===== src/sv/i2cms_pkg.sv =====
`timescale 1ns / 1ps

package i2cms_pkg;

  // Default depth of the write byte store.
  localparam int DEF_WRITE_DEPTH = 16;

  // Read counts above this limit are treated as the limit.
  localparam int READ_MAX = 255;

  // Input opcodes.
  localparam logic [1:0] OP_LOAD  = 2'd0;
  localparam logic [1:0] OP_START = 2'd1;
  localparam logic [1:0] OP_EVENT = 2'd2;

  // Transfer status codes.
  localparam logic [1:0] ST_IDLE = 2'd0;
  localparam logic [1:0] ST_BUSY = 2'd1;
  localparam logic [1:0] ST_DONE = 2'd2;
  localparam logic [1:0] ST_ERR  = 2'd3;

  // Configuration register indexes.
  localparam logic [1:0] CFG_SLAVE_ADDRESS = 2'd0;
  localparam logic [1:0] CFG_WRITE_COUNT   = 2'd1;
  localparam logic [1:0] CFG_READ_COUNT    = 2'd2;

  // One input item.
  typedef struct packed {
    logic [1:0] opcode;
    logic [3:0] load_index;
    logic [7:0] load_byte;
    logic       slave_acked;
    logic [7:0] received_byte;
  } in_item_t;

  // One result item.
  typedef struct packed {
    logic       start_cmd;
    logic       stop_cmd;
    logic       restart_cmd;
    logic       tx_valid;
    logic [7:0] tx_byte;
    logic       receive_dir;
    logic       nack_next;
    logic       dummy_read;
    logic       rd_valid;
    logic [7:0] rd_index;
    logic [7:0] rd_byte;
    logic [1:0] status;
  } out_item_t;

  // Configuration write as seen by the sequencer.
  typedef struct packed {
    logic       en;
    logic [1:0] index;
    logic [7:0] data;
  } cfg_wr_t;

endpackage


===== src/sv/i2cms_seq.sv =====
`timescale 1ns / 1ps

module i2cms_seq
  import i2cms_pkg::*;
#(
  parameter int WRITE_DEPTH = DEF_WRITE_DEPTH
) (
  input  logic      clk,
  input  logic      rst_n,
  input  logic      accept,
  input  in_item_t  item,
  input  cfg_wr_t   cfg,
  output out_item_t result
);

  localparam int AW = (WRITE_DEPTH > 1) ? $clog2(WRITE_DEPTH) : 1;
  localparam int PW = $clog2(WRITE_DEPTH + 1);

  // Configuration registers.
  logic [6:0] slave_address_r;
  logic [4:0] write_count_r;
  logic [7:0] read_count_r;

  // Transfer state.
  logic [PW-1:0] write_pos_r, write_pos_nxt;
  logic [7:0]    read_pos_r, read_pos_nxt;
  logic          in_read_phase_r, in_read_phase_nxt;
  logic          receiving_r, receiving_nxt;
  logic [1:0]    status_r, status_nxt;

  // Write byte store and its registered read port.
  logic [7:0]    store_mem [WRITE_DEPTH];
  logic [7:0]    store_q_r;
  logic          load_hit;
  logic [AW-1:0] load_addr;
  logic [AW-1:0] rd_addr;

  logic [PW-1:0] eff_wc;
  logic [7:0]    eff_rc;
  logic [7:0]    addr_byte;
  logic [8:0]    read_pos_p1;
  logic [8:0]    read_pos_p2;

  // Counts clamped to what the design supports.
  assign eff_wc = (32'(write_count_r) > WRITE_DEPTH) ? PW'(WRITE_DEPTH) : PW'(write_count_r);
  assign eff_rc = (32'(read_count_r) > READ_MAX) ? 8'(READ_MAX) : read_count_r;

  assign addr_byte   = {slave_address_r, 1'b0};
  assign read_pos_p1 = {1'b0, read_pos_r} + 9'd1;
  assign read_pos_p2 = {1'b0, read_pos_r} + 9'd2;

  assign load_hit  = accept && (item.opcode == OP_LOAD) && (32'(item.load_index) < WRITE_DEPTH);
  assign load_addr = AW'(item.load_index);
  assign rd_addr   = (32'(write_pos_nxt) < WRITE_DEPTH) ? AW'(write_pos_nxt) : '0;

  // Next state and result for the item at the input.
  always_comb begin
    write_pos_nxt     = write_pos_r;
    read_pos_nxt      = read_pos_r;
    in_read_phase_nxt = in_read_phase_r;
    receiving_nxt     = receiving_r;
    status_nxt        = status_r;
    result            = '0;

    if (accept) begin
      case (item.opcode)
        OP_START: begin
          if (status_r != ST_BUSY) begin
            write_pos_nxt     = '0;
            read_pos_nxt      = '0;
            in_read_phase_nxt = 1'b0;
            receiving_nxt     = 1'b0;
            status_nxt        = ST_BUSY;
            result.start_cmd  = 1'b1;
            result.tx_valid   = 1'b1;
            result.tx_byte    = addr_byte;
          end
        end
        OP_EVENT: begin
          if (status_r == ST_BUSY) begin
            if (!receiving_r) begin
              if (write_pos_r >= eff_wc) begin
                // Write phase over: read setup, or finish.
                if (eff_rc != 8'd0) begin
                  if (!item.slave_acked) begin
                    status_nxt      = ST_ERR;
                    result.stop_cmd = 1'b1;
                  end else if (in_read_phase_r) begin
                    receiving_nxt     = 1'b1;
                    result.nack_next  = (eff_rc == 8'd1);
                    result.dummy_read = 1'b1;
                  end else begin
                    result.restart_cmd = 1'b1;
                    result.tx_valid    = 1'b1;
                    result.tx_byte     = addr_byte | 8'd1;
                    in_read_phase_nxt  = 1'b1;
                  end
                end else begin
                  status_nxt      = ST_DONE;
                  result.stop_cmd = 1'b1;
                end
              end else if (!item.slave_acked) begin
                status_nxt      = ST_ERR;
                result.stop_cmd = 1'b1;
              end else begin
                result.tx_valid = 1'b1;
                result.tx_byte  = store_q_r;
                write_pos_nxt   = write_pos_r + PW'(1);
              end
            end else if ((eff_rc != 8'd0) && (read_pos_r < eff_rc)) begin
              // Deliver a received byte.
              result.rd_valid = 1'b1;
              result.rd_index = read_pos_r;
              result.rd_byte  = item.received_byte;
              if (read_pos_p1 == {1'b0, eff_rc}) begin
                receiving_nxt   = 1'b0;
                result.stop_cmd = 1'b1;
                status_nxt      = ST_DONE;
              end else if (read_pos_p2 == {1'b0, eff_rc}) begin
                result.nack_next = 1'b1;
              end
              read_pos_nxt = read_pos_r + 8'd1;
            end
          end
        end
        default: begin
        end
      endcase
    end

    result.receive_dir = receiving_nxt;
    result.status      = status_nxt;
  end

  // State registers.
  always_ff @(posedge clk) begin
    if (!rst_n) begin
      write_pos_r     <= '0;
      read_pos_r      <= '0;
      in_read_phase_r <= 1'b0;
      receiving_r     <= 1'b0;
      status_r        <= ST_IDLE;
    end else begin
      write_pos_r     <= write_pos_nxt;
      read_pos_r      <= read_pos_nxt;
      in_read_phase_r <= in_read_phase_nxt;
      receiving_r     <= receiving_nxt;
      status_r        <= status_nxt;
    end
  end

  // Configuration writes are dropped while a transfer runs.
  always_ff @(posedge clk) begin
    if (!rst_n) begin
      slave_address_r <= '0;
      write_count_r   <= '0;
      read_count_r    <= '0;
    end else if (cfg.en && (status_r != ST_BUSY)) begin
      case (cfg.index)
        CFG_SLAVE_ADDRESS: slave_address_r <= cfg.data[6:0];
        CFG_WRITE_COUNT:   write_count_r   <= cfg.data[4:0];
        CFG_READ_COUNT:    read_count_r    <= cfg.data;
        default: begin
        end
      endcase
    end
  end

  // Store write, and a read of the entry the next event will send.
  // A load to that same entry is forwarded.
  always_ff @(posedge clk) begin
    if (load_hit) begin
      store_mem[load_addr] <= item.load_byte;
    end
    if (load_hit && (load_addr == rd_addr)) begin
      store_q_r <= item.load_byte;
    end else begin
      store_q_r <= store_mem[rd_addr];
    end
  end

  // Receiving only happens inside the read phase of a running transfer.
  a_recv_in_read_phase: assert property (@(posedge clk) disable iff (!rst_n)
    receiving_r |-> (in_read_phase_r && (status_r == ST_BUSY)))
    else $error("receiving outside the read phase");

  // The read position never passes the read count while receiving.
  a_read_pos_bound: assert property (@(posedge clk) disable iff (!rst_n)
    receiving_r |-> (read_pos_r < eff_rc))
    else $error("read position beyond read count");

  // The write position never passes the write count during a transfer.
  a_write_pos_bound: assert property (@(posedge clk) disable iff (!rst_n)
    (status_r == ST_BUSY) |-> (write_pos_r <= eff_wc))
    else $error("write position beyond write count");

  // A delivered byte ends the transfer exactly when it is the last one.
  a_last_byte_done: assert property (@(posedge clk) disable iff (!rst_n)
    (accept && result.rd_valid && (read_pos_p1 == {1'b0, eff_rc}))
      |=> ((status_r == ST_DONE) && !receiving_r))
    else $error("last received byte did not finish the transfer");

endmodule


===== src/sv/i2cms_skid.sv =====
`timescale 1ns / 1ps

module i2cms_skid
  import i2cms_pkg::*;
(
  input  logic      clk,
  input  logic      rst_n,
  input  logic      in_valid,
  input  out_item_t in_data,
  output logic      in_stall,
  output logic      out_valid,
  input  logic      out_stall,
  output out_item_t out_data
);

  logic      out_valid_r;
  out_item_t out_data_r;
  logic      skid_valid_r;
  out_item_t skid_data_r;
  logic      take;
  logic      drain;

  // Upstream is held off only once the spare stage is occupied.
  assign in_stall  = skid_valid_r;
  assign take      = in_valid && !skid_valid_r;
  assign drain     = out_valid_r && !out_stall;
  assign out_valid = out_valid_r;
  assign out_data  = out_data_r;

  // Valid flags.
  always_ff @(posedge clk) begin
    if (!rst_n) begin
      out_valid_r  <= 1'b0;
      skid_valid_r <= 1'b0;
    end else if (skid_valid_r) begin
      if (drain) begin
        skid_valid_r <= 1'b0;
      end
    end else if (out_valid_r && !drain) begin
      skid_valid_r <= take;
    end else begin
      out_valid_r <= take;
    end
  end

  // Payload: the output register is loaded when it is free or drains.
  always_ff @(posedge clk) begin
    if (skid_valid_r) begin
      if (drain) begin
        out_data_r <= skid_data_r;
      end
    end else if (out_valid_r && !drain) begin
      if (take) begin
        skid_data_r <= in_data;
      end
    end else if (take) begin
      out_data_r <= in_data;
    end
  end

  // The spare stage is only used behind a full output register.
  a_skid_behind_out: assert property (@(posedge clk) disable iff (!rst_n)
    skid_valid_r |-> out_valid_r)
    else $error("spare stage full with output register empty");

  // An item taken while the output is stalled lands in the spare stage.
  a_skid_fill: assert property (@(posedge clk) disable iff (!rst_n)
    (take && out_valid_r && out_stall) |=> skid_valid_r)
    else $error("item lost behind a stalled output");

  // A drained output is refilled from the spare stage in order.
  a_skid_order: assert property (@(posedge clk) disable iff (!rst_n)
    (skid_valid_r && !out_stall) |=> (out_valid_r && (out_data_r == $past(skid_data_r))))
    else $error("spare stage item not forwarded");

endmodule


===== src/sv/i2c_master_transfer_sequencer_core.sv =====
`timescale 1ns / 1ps

// I2C master write-then-read sequencer on top of a byte-level controller.
// Input channel (in_valid / in_stall / in_data): load a write byte, start a
// transaction, or report a byte transfer complete with the slave's ACK and
// the received data. Every accepted item yields exactly one result item on
// the output channel (out_valid / out_stall / out_data) carrying the
// controller commands: START, repeated START, STOP, byte to send, receive
// direction, NACK, dummy read, delivered read byte and transfer status.
// Configuration (cfg_wr_en / cfg_index / cfg_wdata) sets address, write
// count and read count; writes are dropped while a transfer is busy.
// A result is registered in the output stage once its item is accepted.
// Throughput is one item per cycle while in_stall is low, set by the single
// register stage that holds the transfer state and the registered store read.
// When the receiver stalls, one more item is absorbed into a spare stage,
// and in_stall then rises until the output drains.
// Synchronous reset clears status to idle, all positions and counts, and
// empties the output stages; the write store holds no reset value.
module i2c_master_transfer_sequencer_core
  import i2cms_pkg::*;
#(
  parameter int WRITE_DEPTH = DEF_WRITE_DEPTH
) (
  input  logic      clk,
  input  logic      rst_n,
  input  logic      in_valid,
  output logic      in_stall,
  input  in_item_t  in_data,
  output logic      out_valid,
  input  logic      out_stall,
  output out_item_t out_data,
  input  logic      cfg_wr_en,
  input  logic [1:0] cfg_index,
  input  logic [7:0] cfg_wdata
);

  logic      accept;
  out_item_t result;
  cfg_wr_t   cfg;

  assign accept    = in_valid && !in_stall;
  assign cfg.en    = cfg_wr_en;
  assign cfg.index = cfg_index;
  assign cfg.data  = cfg_wdata;

  // Transfer state and command generation.
  i2cms_seq #(
    .WRITE_DEPTH(WRITE_DEPTH)
  ) u_seq (
    .clk   (clk),
    .rst_n (rst_n),
    .accept(accept),
    .item  (in_data),
    .cfg   (cfg),
    .result(result)
  );

  // Result register with a spare stage for receiver stalls.
  i2cms_skid u_skid (
    .clk      (clk),
    .rst_n    (rst_n),
    .in_valid (in_valid),
    .in_data  (result),
    .in_stall (in_stall),
    .out_valid(out_valid),
    .out_stall(out_stall),
    .out_data (out_data)
  );

endmodule

===== config.mk =====
export PLATFORM = sky130hd
export DESIGN_NAME = i2c_master_transfer_sequencer_core
export DESIGN_NICKNAME = d
export VERILOG_FILES = /design/src/sv/i2cms_pkg.sv /design/src/sv/i2cms_seq.sv /design/src/sv/i2cms_skid.sv /design/src/sv/i2c_master_transfer_sequencer_core.sv
export SDC_FILE = /design/constraint.sdc
export NUM_CORES = 1
export LEC_CHECK = 0
export BUFFER_PORTS_ARGS = -buffer_cell sky130_fd_sc_hd__buf_4
export CORE_MARGIN = 8
export CORE_UTILIZATION = 60
export DETAILED_ROUTE_END_ITERATION = 16
export GPL_TIMING_DRIVEN = 0
export MAX_ROUTING_LAYER = met4
export PLACE_DENSITY = 0.86
export SYNTH_ARGS = -nofsm -noshare
export SYNTH_HDL_FRONTEND = slang
export SYNTH_SLANG_ARGS = --single-unit

===== constraint.sdc =====
create_clock -name clk -period 3.65 [get_ports clk]
set_input_delay 0.73 -clock clk [delete_from_list [all_inputs] [get_ports clk]]
set_output_delay 0.73 -clock clk [all_outputs]
set_load 0.02 [all_outputs]

==> impl.org <==
** Global routing
- The initial antenna violation count was 0.
- Maximum number of pins on one net before global-route repair :: 35
- Via count of the first global-routing pass :: 6711
- Overflow left after global routing :: 0
- Global routing usage summed across all routing layers :: 0.216
- Global-route wire length before repair :: 36100 um

** Die
- Die Outline Area :: 22000 sq um
- Number of placement rows :: 48
- 74 I/O pins were placed.
- Starting Density :: 0.611
- Measured along the x axis, the die boundary spans 148 um.
- Measured along the y axis, the die boundary spans 148 um.
- Core footprint :: 17200 sq um

** Yosys
- Multiplexer fraction of the synthesized cell area :: 0.120
- After synthesis the cells add up to 10500 sq um.
- Main combinational cell family by area after synthesis :: multiplexers
- Area fraction in and, or, nand and nor cells after synthesis :: 0.109
- The number of different library cells used by synthesis comes to 69.
- In the synthesized netlist, the number of instances is 736.
- After synthesis the netlist holds a flip-flop and latch count of 239.
- Post-Synthesis Mean Instance Area :: 14.3 sq um
- Post-synthesis sequential area ratio :: 0.643
- Synthesized-area fraction occupied by ao, oa, aoi and oai cells :: 0.0732
- Yosys warnings :: 0
- Number of enable flip-flop cells after synthesis :: 196
- Of the total synthesized cell area, the portion taken by full adders, half adders and majority gates is 0.0226.
- Of the total synthesized cell area, the portion taken by XOR and XNOR cells is 0.0117.
- Most frequently used flop master after synthesis :: sky130_fd_sc_hd__edfxtp_1
- After synthesis, the share of flip-flops with an asynchronous set or reset is 0.
- Net Count, Synth :: 793

** Clock network
- Root Buffer Master :: sky130_fd_sc_hd__clkbuf_16
- Maximum root-to-sink buffer count :: 3
- Clock tree synthesis found a total of 239 sinks.
- Hold buffer count at CTS :: 0
- TritonCTS built the clock tree.
- In this run the number of H-tree levels came out at 1.
- Once the clock tree was built, the setup fixing pass inserted 0 buffers.
- The later pin in the worst-skew pair is clocked with a latency of 0.51 ns.
- Clock-pin slew was measured on the worst setup and hold paths at 0.06 ns.
- Gates resized during post-CTS repair numbered 0.
- TritonCTS buffer count :: 25

** Final layout
- From synthesis to final layout, the design area changed by 16.5%.
- The repair_antennas step left the layout with diodes totalling 0.
- Share of post-route cells with drive strength above 1 :: 0.236
- For this run, the post-layout net count is 893.
- For this run, the share of the core covered by cells in the final layout is 0.712.
- Counting the fill cells in the layout gives 1101.

** Route
- The first detailed-routing pass took 5 iterations.
- In the routed design, unresolved DRC markers number 0.
- Number of DRC markers after the initial detailed-route iteration :: 543
- Final wirelength :: 23300 um
- The count of nets left with antenna violations once routing finished came out at 0.
- Dividing the detail-routed wire length by the instance count gives 21.5 um.
- Number of vias per cell after detailed routing :: 6.19
- Number of vias after detailed routing :: 6689

** Setup path
- CP required :: 3.92 ns
- Cell with the largest stage delay on the worst path :: sky130_fd_sc_hd__clkbuf_1
- Buffering stage count on the worst path with inverters included :: 2
- On the critical path the largest part of the delay comes from multiplexers.
- Critical Path Start Type :: flop
- The critical path is of the flop to flop type.
- Critical Path, Cell by Cell :: clkbuf_1 -> clkbuf_1 -> mux4_2 -> mux4_2 -> nor2b_1 -> a21o_1 -> mux2_2
- Data arrives at the worst endpoint at 3.44 ns.
- Count of cell instances traversed by the critical path :: 7
- STA classifies the critical path endpoint as a flop.
- Slowest stage delay, CP :: 0.63 ns
- Number of cells traversed by the worst register-to-register path :: 7
- Critical-path maximum fanout :: 10

** STA
- Fin. Hold Viols :: 0
- Setup repair after global routing left no endpoint under its margin.
- Timing-limited maximum frequency :: 315 MHz
- Setup violations remaining at the end of the flow were counted as 0.
- Final critical-path share of the clock period :: 0.869
- The routed design could run at a clock period as short as 3.17 ns.
- Maximum clock skew at final layout :: 0.00712 ns
- Worst slew margin relative to its limit :: 0.0380
- The final max-slew violation count is 0.
- For the pin with the worst max-slew slack, the measured transition is 1.43 ns.

** Place
- Global placer's final weighted congestion :: 0.928
- During placement, the flow inserted port buffers numbering 72.
- Placed wire-length estimate after detailed placement :: 15900 um

** Pwr
- Peak supply drop :: 615 uV
- In this run the power density over the cells is 492 nW/um^2.
- Static Leak :: 4.29 nW
- Final total power :: 6.02 mW

** Min path
- Path type of the worst min-delay path :: flop to flop
- The worst hold path was traced through 2 stages.

** Run status
- The run finished with clean final reports.

** Run
- Reported max-cap violation count :: 0
sequential cells by signal, indices dropped and copies added, names as in the netlist, named ones only:
signal	flops
u_seq.write_count_r	5
u_skid.in_stall	1
u_skid.out_data	34
u_seq.slave_address_r	7
u_seq.eff_rc	8
u_skid.skid_data_r	34
u_seq.in_read_phase_r	1
u_seq.receiving_r	1
u_skid.out_valid	1
u_seq.read_pos_r	8
u_seq.store_mem	128
u_seq.write_pos_r	5
u_seq.status_r	2
cell families after synthesis:
kind of cell	count (synthesis)
buf+inv	57
xor+xnor	14
flops	239
fa+ha+maj	19
mux	72
compound gates	114
simple gates	221
tightest hold or removal path, delay by kind of cell (launching register included):
kind	cells	cell delay, ns
AO/OA/AOI/OAI	1	0.06
flip-flops	1	0.31
AND/OR/NAND/NOR	1	0.05
layout make-up:
| type | instances | area, sq um | share of cell area |
|---|---|---|---|
| plain buffers | 36 | 149 | 0.0122 |
| clock buffers | 29 | 641 | 0.0524 |
| well taps | 225 | 282 | 0.0230 |
| multi-input cells | 440 | 3540 | 0.290 |
| clock inverters | 17 | 229 | 0.0187 |
| flip-flops and latches | 239 | 6750 | 0.551 |
| repair buffers | 73 | 568 | 0.0464 |
| inverters | 21 | 78.8 | 0.00644 |
path summary, 6_finish.rpt:
check	to	slack, ns	from
setup reg to reg	u_skid.out_data[24]$_DFFE_PP_	0.48	flop
hold / removal	u_seq.write_count_r[0]$_SDFFE_PN0P_	0.47	u_seq.write_count_r[0]$_SDFFE_PN0P_
setup / recovery	u_skid.out_data[24]$_DFFE_PP_	0.48	flop
hold reg to reg	u_seq.write_count_r[0]$_SDFFE_PN0P_	0.47	u_seq.write_count_r[0]$_SDFFE_PN0P_
layout by cell type, fill, tap and decap left out, types with 3 or more instances in the layout:
cell type / n
sky130_fd_sc_hd__o211a_1: 3
sky130_fd_sc_hd__buf_2: 5
sky130_fd_sc_hd__bufinv_16: 5
sky130_fd_sc_hd__a21o_1: 6
sky130_fd_sc_hd__xnor2_1: 9
sky130_fd_sc_hd__o31ai_1: 11
sky130_fd_sc_hd__nand2b_1: 7
sky130_fd_sc_hd__clkinv_2: 5
sky130_fd_sc_hd__inv_1: 19
sky130_fd_sc_hd__and2_1: 16
sky130_fd_sc_hd__nor4_1: 4
sky130_fd_sc_hd__mux2_2: 15
sky130_fd_sc_hd__and3_1: 4
sky130_fd_sc_hd__ha_1: 19
sky130_fd_sc_hd__o211ai_1: 4
sky130_fd_sc_hd__dfxtp_1: 43
sky130_fd_sc_hd__xor2_1: 5
sky130_fd_sc_hd__and2_4: 8
sky130_fd_sc_hd__a21oi_1: 29
sky130_fd_sc_hd__mux4_2: 38
sky130_fd_sc_hd__clkinv_4: 3
sky130_fd_sc_hd__a31oi_1: 10
sky130_fd_sc_hd__mux2_4: 8
sky130_fd_sc_hd__clkbuf_16: 25
sky130_fd_sc_hd__nand2_1: 60
sky130_fd_sc_hd__nor2_1: 46
sky130_fd_sc_hd__nor2b_1: 12
sky130_fd_sc_hd__edfxtp_1: 196
sky130_fd_sc_hd__nand3_1: 25
sky130_fd_sc_hd__clkbuf_1: 31
sky130_fd_sc_hd__nand4_1: 7
sky130_fd_sc_hd__o21ai_0: 18
sky130_fd_sc_hd__buf_4: 72
sky130_fd_sc_hd__a211o_1: 4
sky130_fd_sc_hd__nor3_1: 11
sky130_fd_sc_hd__buf_1: 3
sky130_fd_sc_hd__o21a_1: 4
sky130_fd_sc_hd__mux2i_1: 11
per-layer routing:
layer	GRT usage	up-vias	share of wire
li1	-	3037	-
met1	0.243	3239	0.37
met2	0.367	347	0.51
met3	0.0419	66	0.081
met4	0.105	0	0.041
met5	-	-	0
stage by stage:
step	setup TNS [ns]	std cells	setup slack, ns	area (sq um)	hold slack, ns
after floorplan	0	736	0.410	10500	0.432
after global placement	-16.16	1033	-0.476	11300	0.446
after detailed placement	0	1034	0.244	11400	0.464
after CTS	0	1080	0.421	12200	0.455
after global routing	0	1080	0.316	12200	0.460
final	0	1080	0.478	12200	0.471
power breakdown:
group,switching (mW),internal [mW]
clock,1.01,1.62
sequential,0.0249,3.01
combinational,0.224,0.131
synth_stat cells, types with 10 or more instances:
library cell | n | area [sq um]
sky130_fd_sc_hd__o21ai_0 | 18 | 90.1
sky130_fd_sc_hd__mux2_2 | 15 | 169
sky130_fd_sc_hd__a21oi_1 | 30 | 150
sky130_fd_sc_hd__dfxtp_1 | 43 | 861
sky130_fd_sc_hd__inv_1 | 19 | 71.3
sky130_fd_sc_hd__ha_1 | 19 | 238
sky130_fd_sc_hd__nor2_1 | 46 | 173
sky130_fd_sc_hd__clkbuf_1 | 27 | 101
sky130_fd_sc_hd__nand3_1 | 25 | 125
sky130_fd_sc_hd__edfxtp_1 | 196 | 5890
sky130_fd_sc_hd__nor3_1 | 12 | 60.1
sky130_fd_sc_hd__a31oi_1 | 10 | 62.6
sky130_fd_sc_hd__o31ai_1 | 11 | 82.6
sky130_fd_sc_hd__mux2i_1 | 11 | 110
sky130_fd_sc_hd__nor2b_1 | 12 | 75.1
sky130_fd_sc_hd__and2_1 | 16 | 100
sky130_fd_sc_hd__nand2_1 | 60 | 225
sky130_fd_sc_hd__mux4_2 | 38 | 856
Note: power is estimated with default switching activity, not from simulation.
